--- config.mk ---
export PLATFORM = sky130hd
export DESIGN_NAME = tbp_ctrl
export DESIGN_NICKNAME = d
export VERILOG_FILES = /design/src/design/tbp_pkg.sv /design/src/design/tbp_ctrl.sv
export SDC_FILE = /design/constraint.sdc
export NUM_CORES = 1
export LEC_CHECK = 0
export BUFFER_PORTS_ARGS = -buffer_cell sky130_fd_sc_hd__buf_4
export CELL_PAD_IN_SITES_DETAIL_PLACEMENT = 2
export CELL_PAD_IN_SITES_GLOBAL_PLACEMENT = 2
export CORE_AREA = 2 2 39 41
export CTS_BUF_LIST = sky130_fd_sc_hd__clkbuf_16
export DETAILED_ROUTE_END_ITERATION = 12
export DIE_AREA = 0 0 41 43
export GPL_TIMING_DRIVEN = 0
export MAX_ROUTING_LAYER = met4
export PLACE_DENSITY = 0.45
export REMOVE_ABC_BUFFERS = 1
export SLEW_MARGIN = 25
export SYNTH_ARGS = -nofsm -noshare
export SYNTH_HDL_FRONTEND = slang
export SYNTH_SLANG_ARGS = --single-unit
--- constraint.sdc ---
create_clock -name aclk -period 1.4 [get_ports aclk]
set_input_delay 0.28 -clock aclk [delete_from_list [all_inputs] [get_ports aclk]]
set_output_delay 0.28 -clock aclk [all_outputs]
set_load 0.05 [all_outputs]
--- src/design/tbp_pkg.sv ---
// Shared types, constants and helpers for the tournament branch predictor.
// No dependencies; used by the controller, datapath and top level.
package tbp_pkg;

    // Default table sizes (index widths)
    localparam int PC_INDEX_BITS_DEF    = 14;
    localparam int LOCAL_HIST_BITS_DEF  = 14;
    localparam int GLOBAL_HIST_BITS_DEF = 14;

    // Stream widths
    localparam int PC_W      = 32;
    localparam int S_TDATA_W = 40;  // pc, outcome, zero pad
    localparam int M_TDATA_W = 8;   // four result flags, zero pad

    // Operation codes (s_tuser)
    localparam logic OP_PREDICT = 1'b0;
    localparam logic OP_TRAIN   = 1'b1;

    // Counter reset values
    localparam logic [1:0] CTR_STRONG_NT      = 2'd0;
    localparam logic [1:0] CHOOSER_WEAK_LOCAL = 2'd1;

    // Controller states
    typedef enum logic [1:0] {
        ST_CLEAR,
        ST_IDLE,
        ST_LOOKUP,
        ST_UPDATE
    } tbp_state_t;

    // Controller to datapath commands
    typedef struct packed {
        logic clear;   // write reset values at the sweep address
        logic accept;  // a request is taken this cycle
        logic lookup;  // read the counter and chooser tables
        logic commit;  // load the result and write back training state
    } tbp_cmd_t;

    // Datapath to controller status
    typedef struct packed {
        logic clear_last;  // last sweep address
        logic out_free;    // result register can take a new result
    } tbp_status_t;

    // 2-bit saturating step toward up (1) or down (0)
    function automatic logic [1:0] sat_step(input logic [1:0] v, input logic up);
        logic [1:0] r;
        r = v;
        if (up) begin
            if (v != 2'd3) r = v + 2'd1;
        end else begin
            if (v != 2'd0) r = v - 2'd1;
        end
        return r;
    endfunction

endpackage

--- src/design/tbp_ctrl.sv ---
// Controller state machine for the tournament branch predictor.
// Depends on tbp_pkg (state type, command and status structs).
module tbp_ctrl (
    input  logic                 aclk,
    input  logic                 aresetn,
    input  logic                 s_tvalid,
    output logic                 s_tready,
    input  tbp_pkg::tbp_status_t status,
    output tbp_pkg::tbp_cmd_t    cmd
);

    tbp_pkg::tbp_state_t state_reg, state_next;
    logic                accept;

    // request handshake
    always_comb begin
        s_tready = (state_reg == tbp_pkg::ST_IDLE) ||
                   ((state_reg == tbp_pkg::ST_UPDATE) && status.out_free);
        accept   = s_tvalid && s_tready;
    end

    // next state
    always_comb begin
        state_next = state_reg;
        unique case (state_reg)
            tbp_pkg::ST_CLEAR: begin
                if (status.clear_last) state_next = tbp_pkg::ST_IDLE;
            end
            tbp_pkg::ST_IDLE: begin
                if (accept) state_next = tbp_pkg::ST_LOOKUP;
            end
            tbp_pkg::ST_LOOKUP: begin
                state_next = tbp_pkg::ST_UPDATE;
            end
            tbp_pkg::ST_UPDATE: begin
                if (status.out_free) begin
                    state_next = accept ? tbp_pkg::ST_LOOKUP : tbp_pkg::ST_IDLE;
                end
            end
            default: state_next = tbp_pkg::ST_CLEAR;
        endcase
    end

    // commands
    always_comb begin
        cmd        = '0;
        cmd.accept = accept;
        unique case (state_reg)
            tbp_pkg::ST_CLEAR:  cmd.clear  = 1'b1;
            tbp_pkg::ST_IDLE:   cmd.clear  = 1'b0;
            tbp_pkg::ST_LOOKUP: cmd.lookup = 1'b1;
            tbp_pkg::ST_UPDATE: cmd.commit = status.out_free;
            default:            cmd.clear  = 1'b0;
        endcase
    end

    always_ff @(posedge aclk) begin
        if (!aresetn) begin
            state_reg <= tbp_pkg::ST_CLEAR;
        end else begin
            state_reg <= state_next;
        end
    end

endmodule

==> results of run 1 <==
layer usage:
metal / GRT usage / vias to the layer above / wire [um]
met5: - / - / 0
met4: 0.0600 / 0 / 0
met3: 0.0314 / 0 / 53
met2: 0.0875 / 9 / 195
met1: 0.0635 / 66 / 190
li1: - / 71 / -
critical path, cell delays in order, from the launching register on:
cell and delay (ns):
dfxtp_2 0.36, and2_4 0.17, and2_2 0.15, buf_6 0.15
synth_stat cells:
master    n
and3_2    1
and2_4    1
inv_1     1
nor3_1    1
and2b_2   1
o21a_1    1
dfxtp_1   2
nor2_1    1
buf_4     1
and2_2    2
a21boi_0  1
a211oi_2  1
nand2b_1  1
stage by stage:
stage | setup slack [ns] | hold slack [ns] | cell area [um2] | instances
after global placement | 0.171 | 0.495 | 214 | 39
after global routing | 0.0118 | 0.278 | 303 | 42
after floorplan | 0.126 | 0.398 | 126 | 14
after detailed placement | 0.148 | 0.500 | 214 | 39
final | 0.0718 | 0.275 | 303 | 42
after CTS | 0.0261 | 0.273 | 292 | 42
power by group:
| part | switching [mW] | leakage [nW] | internal [mW] |
|---|---|---|---|
| registers | 0.00821 | 0.0172 | 0.0635 |
| logic | 0.0543 | 0.0901 | 0.0373 |
| clock network | 0.0669 | 0.0370 | 0.364 |
cells in the final DEF, fill, tap and decap left out:
| cell | instances |
|---|---|
| and2b_2 | 1 |
| and2_2 | 2 |
| nand2b_4 | 1 |
| nor3_1 | 1 |
| clkbuf_16 | 3 |
| a21boi_0 | 1 |
| and3_2 | 1 |
| inv_1 | 1 |
| buf_6 | 1 |
| a211oi_2 | 1 |
| and2_4 | 1 |
| o21a_1 | 1 |
| nor2_1 | 1 |
| dfxtp_2 | 2 |
| buf_4 | 8 |
path summary, 6_finish.rpt:
check,to,start,slack (ns),depth (start not counted)
setup reg to reg,state_reg[1],state_reg[1],0.63,2
hold / removal,state_reg[1],aresetn,0.27,2
hold reg to reg,state_reg[0],state_reg[1],0.52,2
setup / recovery,cmd[2],state_reg[0],0.07,3
what timing repair did:
item / 4_1_cts / 5_1_grt
resized for setup: 2 / 2
pin swaps: 0 / 0
endpoints found under the setup margin: 2 / 2
buffers inserted: 0 / 0
area by class of cell:
type                            instances  area share
Sequential cell                         2       0.140
Tap cell                               16      0.0661
Inverter                                1      0.0124
Timing Repair Buffer                    9       0.236
Clock buffer                            3       0.248
Multi-Input combinational cell         11       0.298
cell families after synthesis:
group / after synthesis
flip-flops: 2
buffers and inverters: 2
AO/OA/AOI/OAI: 3
AND/OR/NAND/NOR: 8
==> run metrics, run 1 <==
DRC 0; Avg Cell Area, Syn 8.93 um2; sequential share of the synthesized area 0.299; clock tree buffer depth 2; arrival time at the worst endpoint 1.05 ns; IR drop worst, VDD 0.000622 V; Fillers 159; Area Growth Syn to Fin 126%; all-layer global routing usage 0.0645; WS Path Type flip-flop to output pin; Synth Area in Simple Gates 0.411; antenna viol nets, final 0; Synth Area in Compound Gates 0.206; Routed WL 440 um; Leakage Power 0.144 nW; Die ar. 0.00176 mm2; Final Max Slew Viols 0; input/output buffers 9; worst slew pin tran 0.204 ns; Yosys warnings 0; TritonCTS clock tree built; clk slew on worst S/H paths 0.03 ns; Hold Fails Final Rpt 0; Hold WC Path Type input port to flip-flop; gpl congestion 0.543; # rows 14; Nets 33; flops & latches, synth 2; crit path time final 1.33 ns; DR WL/cell 10.5 um; multiplexer area fraction after synthesis 0; RSZ-0062 raised after global routing no; post-DP HPWL 311 um; chip height 43 um; Post-Synth XOR/XNOR Area 0; Pre-antenna DRT Iters 1; Clock Sinks 2; area of the multi-input gates 90.1 um2; ant diodes 0; largest net degree at the start of global routing 8; layout cells sized above 1 0.808; post-synthesis cell area 134 um2; Total Neg Setup Slack 0 ns; max-cap violation count 0; Max Fanout on Critical Path 7; fmax 0.753 GHz; Post-CTS Hold Buffers 0; Post-Synth Adder-Cell Area 0; CP Launch Type flip-flop; Initial Utilization 0.0967; vias in the first global route 157; Pwr Total 0.594 mW; clock skew 0.000762 ns; DRT iter0 DRCs 0; Rel. slew slack 0.863; clock root cell clkbuf_16; Yosys top cell by area dfxtp_1; library cells used by synthesis 13; Synth area leaders dfxtp_1, and2_2, a211oi_2, and2_4, and2b_2; routed vias 146; Worst-Skew Late Latency 0.22 ns; FF+latch area 42.5 um2; Remaining Overflow, GRT 0; Synth Instances 15; period utilization 0.949; crit end category output pin; Ports 10; core area 0.00138 mm2; initial antenna violation count 0; # setup viols final 0; mean number of vias per cell 3.48; status complete, no violations; global-route wire length before repair 669 um; final core utilization 0.219; Required @ worst endpoint 1.12 ns; CTS buffer count 3; Die X 41 um; Yosys top cell area share 0.299; max FFs per register 2; Power Dens Cells 1960 mW/mm2; H-tree levels 1; largest family of logic cells by synthesized area simple AND/OR/NAND/NOR gates
Power figures use the tool's default switching activity.
==> run 2, diff against run 1 <==
--- a/config.mk
+++ b/config.mk
@@ -5,16 +5,16 @@
 export SDC_FILE = /design/constraint.sdc
 export NUM_CORES = 1
 export LEC_CHECK = 0
-export BUFFER_PORTS_ARGS = -buffer_cell sky130_fd_sc_hd__buf_4
 export CELL_PAD_IN_SITES_DETAIL_PLACEMENT = 2
 export CELL_PAD_IN_SITES_GLOBAL_PLACEMENT = 2
 export CORE_AREA = 2 2 39 41
 export CTS_BUF_LIST = sky130_fd_sc_hd__clkbuf_16
 export DETAILED_ROUTE_END_ITERATION = 12
 export DIE_AREA = 0 0 41 43
+export DONT_BUFFER_PORTS = 1
 export GPL_TIMING_DRIVEN = 0
 export MAX_ROUTING_LAYER = met4
-export PLACE_DENSITY = 0.45
+export PLACE_DENSITY = 0.32
 export REMOVE_ABC_BUFFERS = 1
 export SLEW_MARGIN = 25
 export SYNTH_ARGS = -nofsm -noshare
==> constraint.sdc (replaced) <==
create_clock -name aclk -period 1.3 [get_ports aclk]
set_input_delay 0.26 -clock aclk [delete_from_list [all_inputs] [get_ports aclk]]
set_output_delay 0.26 -clock aclk [all_outputs]
set_load 0.05 [all_outputs]
==> run metrics, run 2 (same netlist as run 1, synthesis figures left out) <==
clock tree buffer depth 2 (unchanged); initial antenna violation count 0 (unchanged); PnR worst setup slack 0.0238 ns (-0.0480 ns); Rel. slew slack 0.633 (-0.230); worst-path cell chain nor2_2; IR drop worst, VDD 0.000529 V (-15%); met1 Usage GRT 0.0446 (-0.0189); clk slew on worst S/H paths 0.03 ns (about the same); ant diodes 0 (unchanged); Final Max Slew Viols 0 (unchanged); post-CTS setup buffer count 0 (unchanged); Hold Fails Final Rpt 0 (unchanged); CP peak stage delay 0.46 ns (+0.10 ns); WS Path Type flip-flop to output pin; Power Dens Cells 2650 mW/mm2 (+35%); Worst-Skew Late Latency 0.22 ns (about the same); Hold WC Path Type input port to flip-flop; H-tree levels 1 (unchanged); mean number of vias per cell 3.30 (-5.0%); DR WL/cell 10.6 um (+0.95%); DRC 0 (unchanged); TritonCTS clock tree built; # setup viols final 0 (unchanged); routed vias 109 (-25%); Remaining Overflow, GRT 0 (unchanged); core area 0.00138 mm2 (unchanged); GR peak layer met4; input/output buffers 0 (-9); DP Cell Count 30 (-23%); CTS buffer count 3 (unchanged); all-layer global routing usage 0.0544 (-0.0102); Max Fanout on Critical Path 7 (unchanged); chip height 43 um (unchanged); Leakage Power 0.0954 nW (-34%); Required @ worst endpoint 1.04 ns (-0.08 ns); Nets 24 (-27%); Top delay family on crit path simple AND/OR/NAND/NOR gates; cell with the largest stage delay on the worst path nor2_2; Routed WL 349 um (-21%); layout cells sized above 1 0.706 (-0.102); arrival time at the worst endpoint 1.02 ns (-0.03 ns); clock skew 0.00173 ns (+0.000966 ns); met3 GRT Util 0.0314 (unchanged); Die X 41 um (unchanged); Pre-antenna DRT Iters 2 (+1); Post-CTS Hold Buffers 0 (unchanged); fmax 0.784 GHz; DRT iter0 DRCs 2 (+2); grt met2 use 0.0656 (-0.0219); global-route wire length before repair 552 um (-17%); crit end category output pin; CP Launch Type flip-flop; Die ar. 0.00176 mm2 (unchanged); crit path time final 1.28 ns; Post-Place Setup Slack -0.0128 ns (-0.161 ns); antenna viol nets, final 0 (unchanged); Area Growth Syn to Fin 71.0%; period utilization 0.982; worst path bufs/invs 0 (-1); status complete, no violations; gpl congestion 0.589 (+8.5%); non-filler cells, final 33 (-21%); RSZ-0062 raised after global routing yes; largest net degree at the start of global routing 8 (unchanged); # rows 14 (unchanged); worst slew pin tran 0.549 ns (+0.345 ns); vias in the first global route 120 (-24%); max FFs per register 2 (unchanged); most frequent cells in the layout and2_4, clkbuf_16, dfxtp_2; Initial Utilization 0.0967 (unchanged); max-cap violation count 0 (unchanged); Ports 10 (unchanged); clock root cell clkbuf_16; Clock Sinks 2 (unchanged)
==> run 2: cell count changes in the layout (fill, tap and decap cells not counted), sizes merged <==
cell  delta
buf      -9
==> run 2: final timing paths <==
kind | start | end | slack (ns) | cells past startpoint
worst max-delay path | state_reg[0] | cmd[3] | 0.02 | 1
worst min-delay path | aresetn | state_reg[0] | 0.16 | 2
worst max register to register | state_reg[0] | state_reg[1] | 0.52 | 2
worst min register to register | state_reg[1] | state_reg[0] | 0.59 | 2
==> run 2: report_power, final <==
part           switching (mW)  total, mW  internal (mW)
Sequential            0.00846     0.0768         0.0683
Clock                  0.0664      0.457          0.391
Combinational          0.0520     0.0718         0.0198
Total                   0.127      0.606          0.479
==> run 2: routing by layer <==
metal	share of wire	wire, um
met5	0	0
met4	0	0
met3	0.095	33
met2	0.58	201
met1	0.33	114
==> run 2: final cells by class <==
type | instances | area, um2
clock buffer | 3 | 75.1
multi-input combinational | 11 | 87.6
sequential | 2 | 42.5
tap | 16 | 20.0
inverter | 1 | 3.75
fill | 160 | 1150
==> run 2: through the flow <==
step                      utilization  power [mW]  area (um2)  TNS, ns  hold slack (ns)
after detailed placement        0.106       0.144         146  -0.0128            0.391
after global routing            0.165       0.629         229  -0.0177            0.161
after global placement          0.106       0.144         146  -0.0137            0.387
after floorplan                     -       0.138         126        0            0.378
after CTS                       0.165       0.616         228        0            0.161
final                           0.165       0.606         229        0            0.161
==> run 2: timing repair <==
item / CTS / global route
resized for setup: 4 / 1
setup endpoints to repair: 3 / 4
endpoints found under the hold margin: 0 / 0
pin swaps: 0 / 0
==> run 3, diff against run 2 <==
--- a/config.mk
+++ b/config.mk
@@ -5,6 +5,7 @@
 export SDC_FILE = /design/constraint.sdc
 export NUM_CORES = 1
 export LEC_CHECK = 0
+export ABC_AREA = 1
 export CELL_PAD_IN_SITES_DETAIL_PLACEMENT = 2
 export CELL_PAD_IN_SITES_GLOBAL_PLACEMENT = 2
 export CORE_AREA = 2 2 39 41
@@ -14,7 +15,7 @@
 export DONT_BUFFER_PORTS = 1
 export GPL_TIMING_DRIVEN = 0
 export MAX_ROUTING_LAYER = met4
-export PLACE_DENSITY = 0.32
+export PLACE_DENSITY = 0.34
 export REMOVE_ABC_BUFFERS = 1
 export SLEW_MARGIN = 25
 export SYNTH_ARGS = -nofsm -noshare
==> run metrics, run 3 <==
Yosys top cell by area dfxtp_1; non-filler cells, final 39 (+18%); Clock Sinks 2 (unchanged); Post-synth top cells nand2_1, inv_1, nor2_2; Ports 10 (unchanged); Final Instance Area 255 um2 (+11%); largest net degree at the start of global routing 7 (-1); TritonCTS clock tree built; Routed WL 412 um (+18%); # setup viols final 0 (unchanged); initial antenna violation count 0 (unchanged); post-synthesis cell area 126 um2 (-5.6%); clock tree buffer depth 2 (unchanged); all-layer global routing usage 0.0637 (+0.00930); worst slew pin tran 0.377 ns (-0.172 ns); ant diodes 0 (unchanged); crit end category output pin; input/output buffers 0 (unchanged); clk slew on worst S/H paths 0.03 ns (about the same); Synth area leaders dfxtp_1, nand2_1, nor2_2, inv_1, buf_4; final core utilization 0.184 (+0.0190); Required @ worst endpoint 1.04 ns (about the same); arrival time at the worst endpoint 1.04 ns (+0.02 ns); gpl congestion 0.553 (-6.2%); Synth Instances 21 (+6); Post-synth EDFFs 0 (unchanged); Leakage Power 0.101 nW (+5.4%); max-cap violation count 0 (unchanged); Max Fanout on Critical Path 6 (-1); Area Growth Syn to Fin 102%; Worst-Skew Late Latency 0.22 ns (about the same); WS Path Type flip-flop to output pin; area of the multi-input gates 96.3 um2 (+10%); library cells used by synthesis 10 (-3); crit path time final 1.30 ns (+0.0226 ns); mean number of vias per cell 3.46 (+4.8%); Rel. slew slack 0.748 (+0.114); vias in the first global route 158 (+32%); # rows 14 (unchanged); clock root cell clkbuf_16; Die X 41 um (unchanged); Nets 30 (+25%); Yosys warnings 0 (unchanged); layout cells sized above 1 0.609 (-0.0972); Synth Flop Type dfxtp_1; most numerous cell in the Yosys netlist nand2_1; core area 0.00138 mm2 (unchanged); Post-CTS Hold Buffers 0 (unchanged); Fillers 161 (+0.63%); Pre-antenna DRT Iters 1 (-1); Post-Place Cell Area 139 um2 (-5.1%); Final Max Slew Viols 0 (unchanged); sequential share of the synthesized area 0.317 (+0.0178); H-tree levels 1 (unchanged); max FFs per register 2 (unchanged); Avg Cell Area, Syn 6.02 um2 (-33%); Hold Fails Final Rpt 0 (unchanged); post-DP HPWL 311 um; CP Launch Type flip-flop; FF+latch area 45.0 um2 (+5.9%); DRC 0 (unchanged); flops & latches, synth 2 (unchanged); DR WL/cell 10.6 um (-0.11%); status complete, no violations; DP Cell Count 36 (+20%); chip height 43 um (unchanged); routed vias 135 (+24%); Power Dens Cells 2490 mW/mm2 (-6.1%); RSZ-0062 raised after global routing yes; DRT iter0 DRCs 0 (-2); ys async rst share 0 (unchanged); Initial Utilization 0.0913 (-0.00542); fmax 0.770 GHz (-1.7%); antenna viol nets, final 0 (unchanged); Yosys top cell area share 0.317 (+0.0178); period utilization 0.999 (+0.0174); Remaining Overflow, GRT 0 (unchanged); CTS buffer count 3 (unchanged); most common cell after layout, fill and taps aside nand2_1; clock skew 0.00220 ns (+0.000470 ns); Hold WC Path Type input port to flip-flop; global-route wire length before repair 690 um (+25%); IR drop worst, VDD 0.000818 V (+55%); Die ar. 0.00176 mm2 (unchanged); most frequent cells in the layout nand2_1, nor2_4, clkbuf_16
run 3: cell count changes in the layout (fill, tap and decap cells not counted), sizes merged, moves of 2 or more:
cell,delta
and2,-3
inv,+2
nand2,+6
nor2,+4
run 3: timing repair:
| item | 4_1_cts | 5_1_grt |
|---|---|---|
| setup endpoints to repair | 6 | 3 |
| buffers inserted | 0 | 0 |
| resized for setup | 9 | 3 |
| pin swaps | 1 | 1 |
| cloned | 0 | 0 |
run 3: power by group:
part           switching, mW  internal, mW
Sequential            0.0144        0.0695
Clock                 0.0640         0.391
Combinational         0.0762        0.0194
Total                  0.155         0.480
run 3: metrics by stage:
step	setup WS [ns]	power [mW]	hold WS (ns)	setup TNS [ns]
final	0.00121	0.634	0.162	0
after global routing	-0.0422	0.660	0.177	-0.0578
after CTS	-0.0318	0.638	0.170	-0.0536
after detailed placement	-0.188	0.161	0.395	-0.354
after global placement	-0.205	0.160	0.385	-0.339
after floorplan	-0.0875	0.152	0.369	-0.119
run 3: area by class of cell:
class | count | share of cell area
inverter | 4 | 0.0735
multi-input combinational | 14 | 0.377
tap | 16 | 0.0784
sequential | 2 | 0.176
clock buffer | 3 | 0.294
run 3: path summary, 6_finish.rpt:
kind,from,endpoint,slack [ns],cells after the start
setup / recovery,state_reg[0],cmd[2],0.001,2
hold reg to reg,state_reg[1],state_reg[1],0.52,2
setup reg to reg,state_reg[0],state_reg[0],0.29,3
hold / removal,aresetn,state_reg[1],0.16,2
run 3: cells by family (layout without fill, tap and decap cells):
group	after synthesis	in the layout	synth area share
flops	2	2	0.317
compound gates	2	2	0.0791
simple gates	12	12	0.426
buf+inv	5	7	0.178
run 3: metal layers:
metal,up-vias,global-route usage,part of all wire
li1,66,-,-
met1,61,0.0735,0.34
met2,8,0.0656,0.48
met3,0,0.0628,0.17
met4,0,0.0400,0
met5,-,-,0
run 3: worst max-delay path, stage by stage (launching register included):
cell and delay, ns:
dfxtp_4 0.39, nand2_1 0.10, nor2_4 0.34
